## config.mk

```make
export PLATFORM = sky130hd
export DESIGN_NAME = noise_pattern_selftest_unit_flat
export DESIGN_NICKNAME = d
export VERILOG_FILES = /design/src/design/nps_pkg.sv /design/src/design/nps_if.sv /design/src/design/nps_cfg_regs.sv /design/src/design/nps_window.sv /design/src/design/nps_level.sv /design/src/design/nps_judge.sv /design/src/design/noise_pattern_selftest_unit.sv /design/src/flat_wrapper.sv
export SDC_FILE = /design/constraint.sdc
export NUM_CORES = 1
export LEC_CHECK = 0
export CAP_MARGIN = 0
export CORE_AREA = 2 2 162 164
export DETAILED_ROUTE_END_ITERATION = 16
export DIE_AREA = 0 0 164 166
export DONT_BUFFER_PORTS = 1
export SLEW_MARGIN = 15
export SYNTH_ARGS = -nofsm -noshare
export SYNTH_HDL_FRONTEND = slang
export SYNTH_SLANG_ARGS = --single-unit
```

## constraint.sdc

```tcl
create_clock -name clk -period 6.1 [get_ports clk]
set_input_delay 1.22 -clock clk [delete_from_list [all_inputs] [get_ports clk]]
set_output_delay 1.22 -clock clk [all_outputs]
set_load 0.01 [all_outputs]
```

## src/design/nps_pkg.sv

```systemverilog
// ----------------------------------------------------------------------------
// nps_pkg
// Shared types, register codes and defaults of the noise pattern self-test.
// ----------------------------------------------------------------------------
`default_nettype none

package nps_pkg;

	// default geometry of the test
	localparam int SAMPLES_PER_LEVEL_DEF  = 50;
	localparam int LEVELS_PER_SECTION_DEF = 4;
	localparam int LEVELS_PER_TEST_DEF    = 200;

	localparam int SAMPLE_MAX = 255;

	// register reset values
	localparam logic [7:0] ZERO_OFFSET_RST      = 8'd125;
	localparam logic [7:0] LOUD_THRESHOLD_RST   = 8'd20;
	localparam logic [6:0] MAJORITY_PERCENT_RST = 7'd60;

	localparam logic [7:0] LEVEL_MAX    = 8'd255;
	localparam logic [6:0] PERCENT_FULL = 7'd100;

	// section pattern quiet, loud, quiet, loud
	localparam int PATTERN_LEN = 4;
	localparam int PROG_W      = $clog2(PATTERN_LEN + 1);

	// configuration port
	localparam int APB_ADDR_W = 4;
	localparam int APB_DATA_W = 32;

	typedef enum logic [1:0] {
		REG_ZERO_OFFSET      = 2'd0,
		REG_LOUD_THRESHOLD   = 2'd1,
		REG_MAJORITY_PERCENT = 2'd2
	} reg_idx_t;

	typedef enum logic [1:0] {
		CLASS_QUIET = 2'd0,
		CLASS_LOUD  = 2'd1,
		CLASS_UNDEF = 2'd2
	} section_class_t;

	typedef struct packed {
		logic       kind;
		logic [7:0] raw_sample;
		logic       read_ok;
	} sample_t;

	typedef struct packed {
		logic [7:0]     average_level;
		logic           loud;
		logic           section_closed;
		section_class_t section_class;
		logic           test_done;
		logic           test_pass;
	} result_t;

	typedef struct packed {
		logic [7:0] zero_offset;
		logic [7:0] loud_threshold;
		logic [6:0] majority_percent;
	} cfg_t;

	// window end event handed from the accumulator to the level stage
	typedef struct packed {
		logic restart;
		logic read_err;
	} evt_t;

	// judged level handed to the section stage
	typedef struct packed {
		logic       restart;
		logic [7:0] level;
		logic       loud;
	} lvl_t;

endpackage

`default_nettype wire

```

## src/design/nps_if.sv

```systemverilog
// ----------------------------------------------------------------------------
// nps_if
// Valid/ready channels for sample items and result items.
// ----------------------------------------------------------------------------
`default_nettype none

interface nps_sample_if;
	logic              valid;
	logic              ready;
	nps_pkg::sample_t  data;

	modport source (output valid, output data, input ready);
	modport sink   (input valid, input data, output ready);
endinterface

interface nps_result_if;
	logic              valid;
	logic              ready;
	nps_pkg::result_t  data;

	modport source (output valid, output data, input ready);
	modport sink   (input valid, input data, output ready);
endinterface

`default_nettype wire

```

## src/design/nps_cfg_regs.sv

```systemverilog
// ----------------------------------------------------------------------------
// nps_cfg_regs
// APB register file holding zero offset, loud threshold and majority percent.
// ----------------------------------------------------------------------------
`default_nettype none

module nps_cfg_regs (
	input  wire logic                           clk,
	input  wire logic                           arst_n,
	input  wire logic                           psel,
	input  wire logic                           penable,
	input  wire logic                           pwrite,
	input  wire logic [nps_pkg::APB_ADDR_W-1:0] paddr,
	input  wire logic [nps_pkg::APB_DATA_W-1:0] pwdata,
	output logic      [nps_pkg::APB_DATA_W-1:0] prdata,
	output logic                                pready,
	output nps_pkg::cfg_t                       cfg
);
	import nps_pkg::*;

	cfg_t     cfg_q;
	reg_idx_t idx;
	logic     wr_en;

	assign idx    = reg_idx_t'(paddr[APB_ADDR_W-1:2]);
	assign wr_en  = psel && penable && pwrite;
	assign pready = 1'b1;
	assign cfg    = cfg_q;

	always_ff @(posedge clk or negedge arst_n) begin
		if (!arst_n) begin
			cfg_q.zero_offset      <= ZERO_OFFSET_RST;
			cfg_q.loud_threshold   <= LOUD_THRESHOLD_RST;
			cfg_q.majority_percent <= MAJORITY_PERCENT_RST;
		end else if (wr_en) begin
			case (idx)
				REG_ZERO_OFFSET: begin
					cfg_q.zero_offset <= pwdata[7:0];
				end
				REG_LOUD_THRESHOLD: begin
					cfg_q.loud_threshold <= pwdata[7:0];
				end
				REG_MAJORITY_PERCENT: begin
					cfg_q.majority_percent <= pwdata[6:0];
				end
				default: begin
				end
			endcase
		end
	end

	always_comb begin
		prdata = '0;
		case (idx)
			REG_ZERO_OFFSET: begin
				prdata = APB_DATA_W'(cfg_q.zero_offset);
			end
			REG_LOUD_THRESHOLD: begin
				prdata = APB_DATA_W'(cfg_q.loud_threshold);
			end
			REG_MAJORITY_PERCENT: begin
				prdata = APB_DATA_W'(cfg_q.majority_percent);
			end
			default: begin
				prdata = '0;
			end
		endcase
	end

endmodule

`default_nettype wire

```

## src/design/nps_window.sv

```systemverilog
// ----------------------------------------------------------------------------
// nps_window
// Input register and window accumulator; emits one event per window end.
// ----------------------------------------------------------------------------
`default_nettype none

module nps_window #(
	parameter int SAMPLES_PER_LEVEL = nps_pkg::SAMPLES_PER_LEVEL_DEF,
	parameter int SUM_W             = 14
) (
	input  wire logic            clk,
	input  wire logic            arst_n,
	nps_sample_if.sink           sample,
	input  wire nps_pkg::cfg_t   cfg,
	input  wire logic            evt_take,
	output logic                 evt_valid,
	output nps_pkg::evt_t        evt,
	output logic [SUM_W-1:0]     evt_sum
);
	import nps_pkg::*;

	localparam int CNT_W = $clog2(SAMPLES_PER_LEVEL);

	logic             valid_s1;
	sample_t          smp_s1;
	logic [CNT_W-1:0] cnt_q;
	logic [SUM_W-1:0] sum_q;

	logic             evt_valid_s2;
	evt_t             evt_s2;
	logic [SUM_W-1:0] sum_s2;

	logic [7:0]       mag;
	logic [SUM_W-1:0] sum_next;
	logic             last;
	logic             ends;
	logic             s2_free;
	logic             adv;

	// rectify about the zero offset
	always_comb begin
		if (smp_s1.raw_sample >= cfg.zero_offset) begin
			mag = smp_s1.raw_sample - cfg.zero_offset;
		end else begin
			mag = cfg.zero_offset - smp_s1.raw_sample;
		end
	end

	assign sum_next = sum_q + SUM_W'(mag);
	assign last     = (cnt_q == CNT_W'(SAMPLES_PER_LEVEL - 1));
	assign ends     = smp_s1.kind || !smp_s1.read_ok || last;

	// mid-window samples leave the stage without needing the next one
	assign s2_free      = !evt_valid_s2 || evt_take;
	assign adv          = valid_s1 && (!ends || s2_free);
	assign sample.ready = !valid_s1 || adv;

	always_ff @(posedge clk or negedge arst_n) begin
		if (!arst_n) begin
			valid_s1 <= 1'b0;
		end else if (sample.ready) begin
			valid_s1 <= sample.valid;
		end
	end

	always_ff @(posedge clk) begin
		if (sample.ready) begin
			smp_s1 <= sample.data;
		end
	end

	always_ff @(posedge clk or negedge arst_n) begin
		if (!arst_n) begin
			cnt_q <= '0;
			sum_q <= '0;
		end else if (adv) begin
			if (ends) begin
				cnt_q <= '0;
				sum_q <= '0;
			end else begin
				cnt_q <= cnt_q + 1'b1;
				sum_q <= sum_next;
			end
		end
	end

	always_ff @(posedge clk or negedge arst_n) begin
		if (!arst_n) begin
			evt_valid_s2 <= 1'b0;
		end else if (s2_free) begin
			evt_valid_s2 <= valid_s1 && ends;
		end
	end

	always_ff @(posedge clk) begin
		if (s2_free) begin
			evt_s2.restart  <= smp_s1.kind;
			evt_s2.read_err <= !smp_s1.read_ok;
			sum_s2          <= sum_next;
		end
	end

	assign evt_valid = evt_valid_s2;
	assign evt       = evt_s2;
	assign evt_sum   = sum_s2;

endmodule

`default_nettype wire

```

## src/design/nps_level.sv

```systemverilog
// ----------------------------------------------------------------------------
// nps_level
// Turns a window sum into a saturated level and judges it loud or quiet.
// ----------------------------------------------------------------------------
`default_nettype none

module nps_level #(
	parameter int SAMPLES_PER_LEVEL = nps_pkg::SAMPLES_PER_LEVEL_DEF,
	parameter int SUM_W             = 14
) (
	input  wire logic               clk,
	input  wire logic               arst_n,
	input  wire logic               evt_valid,
	input  wire nps_pkg::evt_t      evt,
	input  wire logic [SUM_W-1:0]   evt_sum,
	input  wire nps_pkg::cfg_t      cfg,
	output logic                    evt_take,
	input  wire logic               lvl_take,
	output logic                    lvl_valid,
	output nps_pkg::lvl_t           lvl
);
	import nps_pkg::*;

	// sum / DIV as a multiply by a rounded-up reciprocal, exact for any SUM_W-bit sum
	localparam int DIV    = SAMPLES_PER_LEVEL / 2;
	localparam int SHIFT  = SUM_W + $clog2(DIV);
	localparam int RECIP  = ((1 << SHIFT) + DIV - 1) / DIV;
	localparam int PROD_W = SUM_W + SHIFT + 1;

	localparam logic [SHIFT:0] RECIP_V = (SHIFT + 1)'(RECIP);

	logic              valid_s3;
	lvl_t              lvl_s3;
	logic              s3_free;
	logic [PROD_W-1:0] prod;
	logic [SUM_W:0]    quo;
	logic [7:0]        level;

	assign prod = PROD_W'(evt_sum) * PROD_W'(RECIP_V);
	assign quo  = prod[PROD_W-1:SHIFT];

	always_comb begin
		if (evt.read_err) begin
			level = '0;
		end else if (quo > (SUM_W + 1)'(LEVEL_MAX)) begin
			level = LEVEL_MAX;
		end else begin
			level = quo[7:0];
		end
	end

	assign s3_free  = !valid_s3 || lvl_take;
	assign evt_take = s3_free;

	always_ff @(posedge clk or negedge arst_n) begin
		if (!arst_n) begin
			valid_s3 <= 1'b0;
		end else if (s3_free) begin
			valid_s3 <= evt_valid;
		end
	end

	always_ff @(posedge clk) begin
		if (s3_free) begin
			lvl_s3.restart <= evt.restart;
			lvl_s3.level   <= level;
			lvl_s3.loud    <= (level >= cfg.loud_threshold);
		end
	end

	assign lvl_valid = valid_s3;
	assign lvl       = lvl_s3;

endmodule

`default_nettype wire

```

## src/design/nps_judge.sv

```systemverilog
// ----------------------------------------------------------------------------
// nps_judge
// Section classing, pattern matching, test end and the result register.
// ----------------------------------------------------------------------------
`default_nettype none

module nps_judge #(
	parameter int LEVELS_PER_SECTION = nps_pkg::LEVELS_PER_SECTION_DEF,
	parameter int LEVELS_PER_TEST    = nps_pkg::LEVELS_PER_TEST_DEF
) (
	input  wire logic            clk,
	input  wire logic            arst_n,
	input  wire logic            lvl_valid,
	input  wire nps_pkg::lvl_t   lvl,
	input  wire nps_pkg::cfg_t   cfg,
	output logic                 lvl_take,
	nps_result_if.source         result
);
	import nps_pkg::*;

	localparam int CNT_W   = $clog2(LEVELS_PER_SECTION + 1);
	localparam int LVL_W   = $clog2(LEVELS_PER_TEST + 1);
	localparam int SCORE_W = $clog2(127 * LEVELS_PER_SECTION + 1);

	logic [CNT_W-1:0]   loud_cnt_q;
	logic [CNT_W-1:0]   quiet_cnt_q;
	logic [LVL_W-1:0]   levels_q;
	logic [PROG_W-1:0]  progress_q;
	logic               finished_q;
	logic               res_valid_q;
	result_t            res_q;

	logic [CNT_W-1:0]   loud_n;
	logic [CNT_W-1:0]   quiet_n;
	logic [LVL_W-1:0]   levels_n;
	logic [PROG_W-1:0]  prog_n;
	logic               at_limit;
	logic               closing;
	logic [SCORE_W-1:0] loud_score;
	logic [SCORE_W-1:0] quiet_score;
	logic [SCORE_W-1:0] need_score;
	section_class_t     cls;
	logic               match;
	logic               pass;
	logic               produce;
	logic               out_free;
	logic               upd;

	assign loud_n   = loud_cnt_q + CNT_W'(lvl.loud);
	assign quiet_n  = quiet_cnt_q + CNT_W'(!lvl.loud);
	assign levels_n = levels_q + 1'b1;
	assign at_limit = (levels_n >= LVL_W'(LEVELS_PER_TEST));

	// counts restart at every close, so a full section is reached when they add up
	assign closing = !at_limit
		&& ((CNT_W + 1)'(loud_n) + (CNT_W + 1)'(quiet_n) == (CNT_W + 1)'(LEVELS_PER_SECTION));

	// share >= percent, compared as count * 100 >= percent * section length
	assign loud_score  = SCORE_W'(loud_n) * SCORE_W'(PERCENT_FULL);
	assign quiet_score = SCORE_W'(quiet_n) * SCORE_W'(PERCENT_FULL);
	assign need_score  = SCORE_W'(cfg.majority_percent) * SCORE_W'(LEVELS_PER_SECTION);

	always_comb begin
		if (loud_score >= need_score) begin
			cls = CLASS_LOUD;
		end else if (quiet_score >= need_score) begin
			cls = CLASS_QUIET;
		end else begin
			cls = CLASS_UNDEF;
		end
	end

	// pattern alternates quiet, loud: the expected class follows the low progress bit
	assign match = closing && (cls == (progress_q[0] ? CLASS_LOUD : CLASS_QUIET));
	assign prog_n = progress_q + 1'b1;
	assign pass   = match && (prog_n >= PROG_W'(PATTERN_LEN));

	assign produce  = !lvl.restart && !finished_q;
	assign out_free = !res_valid_q || result.ready;
	assign lvl_take = !produce || out_free;
	assign upd      = lvl_valid && lvl_take;

	always_ff @(posedge clk or negedge arst_n) begin
		if (!arst_n) begin
			loud_cnt_q  <= '0;
			quiet_cnt_q <= '0;
			levels_q    <= '0;
			progress_q  <= '0;
			finished_q  <= 1'b0;
		end else if (upd) begin
			if (lvl.restart) begin
				loud_cnt_q  <= '0;
				quiet_cnt_q <= '0;
				levels_q    <= '0;
				progress_q  <= '0;
				finished_q  <= 1'b0;
			end else if (!finished_q) begin
				loud_cnt_q  <= closing ? '0 : loud_n;
				quiet_cnt_q <= closing ? '0 : quiet_n;
				levels_q    <= levels_n;
				if (match) begin
					progress_q <= prog_n;
				end
				if (at_limit || pass) begin
					finished_q <= 1'b1;
				end
			end
		end
	end

	always_ff @(posedge clk or negedge arst_n) begin
		if (!arst_n) begin
			res_valid_q <= 1'b0;
		end else if (upd && produce) begin
			res_valid_q <= 1'b1;
		end else if (result.ready) begin
			res_valid_q <= 1'b0;
		end
	end

	always_ff @(posedge clk) begin
		if (upd && produce) begin
			res_q.average_level  <= lvl.level;
			res_q.loud           <= lvl.loud;
			res_q.section_closed <= closing;
			res_q.section_class  <= closing ? cls : CLASS_QUIET;
			res_q.test_done      <= at_limit || pass;
			res_q.test_pass      <= pass;
		end
	end

	assign result.valid = res_valid_q;
	assign result.data  = res_q;

endmodule

`default_nettype wire

```

## src/design/noise_pattern_selftest_unit.sv

```systemverilog
// ----------------------------------------------------------------------------
// noise_pattern_selftest_unit
// Microphone self-test: window levels, section classes, pattern match.
// ----------------------------------------------------------------------------
// sample channel: one item per ADC read (kind 0) or a restart of the test
//   (kind 1); taken whenever sample.ready is high, one item per cycle.
// result channel: one item per finished window (SAMPLES_PER_LEVEL good reads
//   or one failed read) with level, loud flag, section class and test status;
//   no item for restarts, mid-window samples or samples after the test ended.
// path: the item that ends a window passes the input register, the
//   window-end register and the level register ahead of the result
//   register.
// throughput: 1 item per cycle while results are taken; the level multiply
//   and the section compare each sit in a stage of their own.
// stall: the result register holds its item until taken; samples that end no
//   window keep flowing, and sample.ready drops only once a window result
//   reaches a stage that cannot move on.
// reset: registers return to 125 / 20 / 60 and all test state is cleared at
//   once; there is no clearing pass. The APB port writes at 0x0, 0x4, 0x8.
// ----------------------------------------------------------------------------
`default_nettype none

module noise_pattern_selftest_unit #(
	parameter int SAMPLES_PER_LEVEL  = nps_pkg::SAMPLES_PER_LEVEL_DEF,
	parameter int LEVELS_PER_SECTION = nps_pkg::LEVELS_PER_SECTION_DEF,
	parameter int LEVELS_PER_TEST    = nps_pkg::LEVELS_PER_TEST_DEF
) (
	input  wire logic                           clk,
	input  wire logic                           arst_n,
	nps_sample_if.sink                          sample,
	nps_result_if.source                        result,
	input  wire logic                           psel,
	input  wire logic                           penable,
	input  wire logic                           pwrite,
	input  wire logic [nps_pkg::APB_ADDR_W-1:0] paddr,
	input  wire logic [nps_pkg::APB_DATA_W-1:0] pwdata,
	output logic      [nps_pkg::APB_DATA_W-1:0] prdata,
	output logic                                pready
);
	import nps_pkg::*;

	localparam int SUM_W = $clog2(SAMPLES_PER_LEVEL * SAMPLE_MAX + 1);

	cfg_t             cfg;
	logic             evt_valid;
	logic             evt_take;
	evt_t             evt;
	logic [SUM_W-1:0] evt_sum;
	logic             lvl_valid;
	logic             lvl_take;
	lvl_t             lvl;

	nps_cfg_regs u_cfg (
		.clk     (clk),
		.arst_n  (arst_n),
		.psel    (psel),
		.penable (penable),
		.pwrite  (pwrite),
		.paddr   (paddr),
		.pwdata  (pwdata),
		.prdata  (prdata),
		.pready  (pready),
		.cfg     (cfg)
	);

	nps_window #(
		.SAMPLES_PER_LEVEL (SAMPLES_PER_LEVEL),
		.SUM_W             (SUM_W)
	) u_window (
		.clk       (clk),
		.arst_n    (arst_n),
		.sample    (sample),
		.cfg       (cfg),
		.evt_take  (evt_take),
		.evt_valid (evt_valid),
		.evt       (evt),
		.evt_sum   (evt_sum)
	);

	nps_level #(
		.SAMPLES_PER_LEVEL (SAMPLES_PER_LEVEL),
		.SUM_W             (SUM_W)
	) u_level (
		.clk       (clk),
		.arst_n    (arst_n),
		.evt_valid (evt_valid),
		.evt       (evt),
		.evt_sum   (evt_sum),
		.cfg       (cfg),
		.evt_take  (evt_take),
		.lvl_take  (lvl_take),
		.lvl_valid (lvl_valid),
		.lvl       (lvl)
	);

	nps_judge #(
		.LEVELS_PER_SECTION (LEVELS_PER_SECTION),
		.LEVELS_PER_TEST    (LEVELS_PER_TEST)
	) u_judge (
		.clk       (clk),
		.arst_n    (arst_n),
		.lvl_valid (lvl_valid),
		.lvl       (lvl),
		.cfg       (cfg),
		.lvl_take  (lvl_take),
		.result    (result)
	);

	// an empty result register lets every stage move, so input is never held
	a_ready_when_empty: assert property (@(posedge clk) disable iff (!arst_n)
		!result.valid |-> sample.ready)
		else $error("sample stalled with empty result register");

	a_pass_is_done: assert property (@(posedge clk) disable iff (!arst_n)
		result.valid && result.data.test_pass |-> result.data.test_done)
		else $error("pass reported without test end");

	a_class_when_open: assert property (@(posedge clk) disable iff (!arst_n)
		result.valid && !result.data.section_closed
			|-> result.data.section_class == CLASS_QUIET)
		else $error("section class set on an open section");

	a_loud_matches_level: assert property (@(posedge clk) disable iff (!arst_n)
		result.valid
			|-> result.data.loud == (result.data.average_level >= cfg.loud_threshold))
		else $error("loud flag disagrees with level and threshold");

endmodule

`default_nettype wire
```

## src/flat_wrapper.sv

```systemverilog
// flat-port wrapper written by rule: the top's interface ports become plain ports
module noise_pattern_selftest_unit_flat import nps_pkg::*;
#(
	parameter int SAMPLES_PER_LEVEL  = nps_pkg::SAMPLES_PER_LEVEL_DEF,
	parameter int LEVELS_PER_SECTION = nps_pkg::LEVELS_PER_SECTION_DEF,
	parameter int LEVELS_PER_TEST    = nps_pkg::LEVELS_PER_TEST_DEF
)
  (clk, arst_n, psel, penable, pwrite, paddr, pwdata, prdata, pready, sample_valid, sample_data, sample_ready, result_valid, result_data, result_ready);
  nps_sample_if sample_i ();
  nps_result_if result_i ();
  input  wire logic clk;
  input  wire logic arst_n;
  input  wire logic psel;
  input  wire logic penable;
  input  wire logic pwrite;
  input  wire logic [nps_pkg::APB_ADDR_W-1:0] paddr;
  input  wire logic [nps_pkg::APB_DATA_W-1:0] pwdata;
  output logic      [nps_pkg::APB_DATA_W-1:0] prdata;
  output logic pready;
  input wire logic [$bits(sample_i.valid)-1:0] sample_valid;
  input wire logic [$bits(sample_i.data)-1:0] sample_data;
  output wire logic [$bits(sample_i.ready)-1:0] sample_ready;
  output wire logic [$bits(result_i.valid)-1:0] result_valid;
  output wire logic [$bits(result_i.data)-1:0] result_data;
  input wire logic [$bits(result_i.ready)-1:0] result_ready;
  assign sample_i.valid = sample_valid;
  assign sample_i.data = sample_data;
  assign sample_ready = sample_i.ready;
  assign result_valid = result_i.valid;
  assign result_data = result_i.data;
  assign result_i.ready = result_ready;
  noise_pattern_selftest_unit #(.SAMPLES_PER_LEVEL(SAMPLES_PER_LEVEL), .LEVELS_PER_SECTION(LEVELS_PER_SECTION), .LEVELS_PER_TEST(LEVELS_PER_TEST)) u_core (.clk(clk), .arst_n(arst_n), .sample(sample_i), .result(result_i), .psel(psel), .penable(penable), .pwrite(pwrite), .paddr(paddr), .pwdata(pwdata), .prdata(prdata), .pready(pready));
endmodule
```

==> out/summary.log <==
qor: synth.synth_top_area_cell sky130_fd_sc_hd__ha_1
qor: timing.slew_violations 0
qor: layout.area_growth_syn_to_layout 17.3%
qor: layout.final_nets 1352
qor: hold_path.hold_path_class register to register
qor: floorplanning.start_util 0.392
qor: setup_path.worst-endpoint-required 6.27 ns
qor: global_routing.grt_overflow_total 0
qor: setup_path.cp_slowest_cell sky130_fd_sc_hd__fa_1
qor: routing.dr_total_vias 6964
qor: synth.synthDistinctLibCells 63
qor: clock_tree.numCtsBuffers 17
qor: layout.share_of_post_route_cells_with_drive_strength_above_1 0.169
qor: clock_tree.cts_max_level 4
qor: setup_path.timing_worst_setup_path_type register to register
qor: layout.post_layout_nonfiller_instances 1421
qor: routing.viasPerCell 4.90
qor: timing.timing.fmax 155 MHz
qor: global_routing.global_route_wire_length_before_repair 34.8 mm
qor: routing.detail_route.first_pass.iterations 5
qor: placement.place_hpwl 16.7 mm
qor: floorplanning.die-height 166 um
qor: floorplanning.fp.dieW 164 um
qor: routing.drc_errors 0
qor: synth.synth_top_area_share 0.198
qor: global_routing.grt_antenna_before_repair 0
qor: floorplanning.core 0.0256 mm^2
qor: timing.layout_min_cycle_time 6.47 ns
qor: timing.final_critical_path_setup_slack -0.371 ns
qor: synth.yosys_warnings 0
qor: setup_path.critPathCaptureType register
qor: clock_tree.cts.sinks 115
qor: synth.ys_seq_area_frac 0.313
qor: setup_path.crit_arrival 6.64 ns
qor: timing.setup_viol 1
qor: timing.fin_crit_sh 1.06
qor: clock_tree.cts.hold.buffers_added 0
qor: placement.port_buffer_count 0
qor: clock_tree.cts.path.max_buffers 2
qor: clock_tree.clock_latency 0.42 ns
qor: clock_tree.clk_pin_slew_worst_paths 0.06 ns
qor: placement.numPlacedInstances 1381
qor: routing.drtIter0Drc 246
qor: synth.asyncSetResetFlopFracSynth 0.565
qor: flow_run.cap_viol_max_count 0
qor: layout.nFillCells 2379
qor: synth.dominantRegCellSynth sky130_fd_sc_hd__dfrtp_1
qor: setup_path.crit_path_max_fanout 5
qor: run_status.failed_checks setup timing
qor: global_routing.grt_pass1_vias 7097
qor: timing.clock_skew 0.00626 ns
qor: setup_path.startpoint_type register
qor: routing.drt-total-wl 20.7 mm
qor: timing.finalHoldViolations 0
qor: synth.synth_area_leaders sky130_fd_sc_hd__ha_1 (20%), sky130_fd_sc_hd__edfxtp_1 (15%), sky130_fd_sc_hd__fa_1 (13%), sky130_fd_sc_hd__dfrtp_1 (13%), sky130_fd_sc_hd__inv_1 (6.5%)
qor: routing.drt-wirelength-per-cell 14.6 um
qor: timing.grt_setup_unrepaired yes
qor: clock_tree.root_buffer sky130_fd_sc_hd__clkbuf_16
qor: synth.synth-edff-count 50
qor: synth.ys_seq_elements 115
qor: global_routing.groute.usage.overall 0.160
qor: synth.postSynthAreaPerCell 10.2 um^2
qor: floorplanning.io_pins 102
qor: floorplanning.rows 59
qor: setup_path.top_cell_by_count_worst_path sky130_fd_sc_hd__a21o_1
qor: synth.syn_area 0.0101 mm^2
qor: global_routing.grt_max_degree 66
qor: timing.finalHoldWorstSlack 0.416 ns
qor: synth.synthCells 982
qor: placement.place_congestion 0.813
qor: floorplanning.die_area 0.0272 mm^2
qor: routing.detail-route-antenna-nets 0
qor: layout.insertedDiodeCount 0
qor: run_status.result_of_the_run finished with violations
qor: timing.worst_slew_pin_slew 1.14 ns
qor: timing.finalSetupTns -0.371 ns
qor: clock_tree.cts_tree built
qor: setup_path.timing.critical_path.slowest_cell_delay 0.51 ns
qor: timing.slew_headroom 0.240
## cell families (layout without fill, tap and decap cells)
group           count (synthesis)  count (layout)  synth area share
buf+inv                       218             299            0.0914
other cells                     2              25          0.000747
xor+xnor                       36              36            0.0314
simple gates                  162             162            0.0773
fa+ha+maj                     226             226             0.331
mux                            26              26            0.0273
flops                         115             115             0.313
compound gates                197             197             0.128
## worst paths after layout
kind	depth (start not counted)	start	slack (ns)	endpoint
worst max-delay path	28	u_core.u_window.evt_sum[10]	-0.37	u_core.u_level.lvl[0]
worst min-delay path	0	u_core.u_level.lvl[8]	0.42	u_core.u_judge.result.data[13]
worst max register to register	28	u_core.u_window.evt_sum[10]	-0.37	u_core.u_level.lvl[0]
worst min register to register	0	u_core.u_level.lvl[8]	0.42	u_core.u_judge.result.data[13]
max in group asynchronous	0	arst_n	5.39	u_core.u_cfg.cfg[15]
min in group asynchronous	0	arst_n	0.50	u_core.u_judge.result.valid
## sequential cells by signal, summed over array words and instances, names as in the netlist, 6 cells and up
name	count
u_core.u_cfg.cfg	23
u_core.u_judge.levels_q	8
u_core.u_judge.result.data	14
u_core.u_level.lvl	10
u_core.u_window.cnt_q	6
u_core.u_window.evt_sum	14
u_core.u_window.smp_s1	10
u_core.u_window.sum_q	14
## critical path, delay by kind of cell (launching register included)
kind	cells	cell delay, ns
adders and majority gates	7	2.83
AOI/OAI and AO/OA	14	2.43
DFF	1	0.39
buffers and inverters	5	0.35
and+or+nand+nor	2	0.22
## layer usage
layer,global-route usage,share of wire,up-vias
li1,-,-,3484
met1,0.213,0.47,3362
met2,0.264,0.48,99
met3,0.0347,0.035,19
met4,0.0454,0.012,0
met5,0,0,-
## through the flow
step            util  area (um^2)  setup WS (ns)
2_1_floorplan      -        10200         -0.148
3_3_place_gp   0.430        11000         -0.513
3_5_place_dp   0.430        11000         -0.592
4_1_cts        0.460        11800         -0.405
5_1_grt        0.460        11800         -0.698
6_report       0.460        11800         -0.371
## area by class of cell
| type | count | area, um^2 | area share |
|---|---|---|---|
| multi-input cells | 672 | 6310 | 0.535 |
| flip-flops and latches | 115 | 3140 | 0.267 |
| repair buffers | 92 | 706 | 0.0599 |
| inverters | 175 | 657 | 0.0557 |
| clock buffers | 19 | 433 | 0.0367 |
| well taps | 335 | 419 | 0.0356 |
| clock inverters | 13 | 125 | 0.0106 |
## Yosys cell counts, types with 15 or more instances
cell type / number
sky130_fd_sc_hd__o21ai_1: 19
sky130_fd_sc_hd__o21ai_0: 40
sky130_fd_sc_hd__a21o_1: 27
sky130_fd_sc_hd__edfxtp_1: 50
sky130_fd_sc_hd__dfrtp_1: 53
sky130_fd_sc_hd__xor2_1: 16
sky130_fd_sc_hd__ha_1: 159
sky130_fd_sc_hd__nor2_1: 27
sky130_fd_sc_hd__mux2i_1: 15
sky130_fd_sc_hd__nand2_1: 60
sky130_fd_sc_hd__nand3_1: 17
sky130_fd_sc_hd__xnor2_1: 20
sky130_fd_sc_hd__a21oi_1: 46
sky130_fd_sc_hd__fa_1: 67
sky130_fd_sc_hd__buf_4: 26
sky130_fd_sc_hd__inv_1: 175
## timing repair
item	4_1_cts	5_1_grt
resized for setup	27	1
setup endpoints to repair	1	1
setup buffers	9	0
pin swaps	19	3
## placed cells by master (no fill, tap or decap), drive strengths merged, types with 13 or more instances in the layout
| master | n |
|---|---|
| o21ai | 61 |
| ha | 159 |
| xor2 | 16 |
| inv | 180 |
| nor2 | 29 |
| xnor2 | 20 |
| nor3 | 13 |
| conb | 25 |
| clkbuf | 19 |
| a21o | 27 |
| a21oi | 47 |
| a22o | 13 |
| nand3 | 17 |
| dfrtp | 53 |
| mux2i | 15 |
| nand2 | 60 |
| nand2b | 14 |
| edfxtp | 50 |
| buf | 92 |
| fa | 67 |
Power is not shown: default switching activity piles up to over one toggle a cycle in this logic, so the estimate is an artifact.
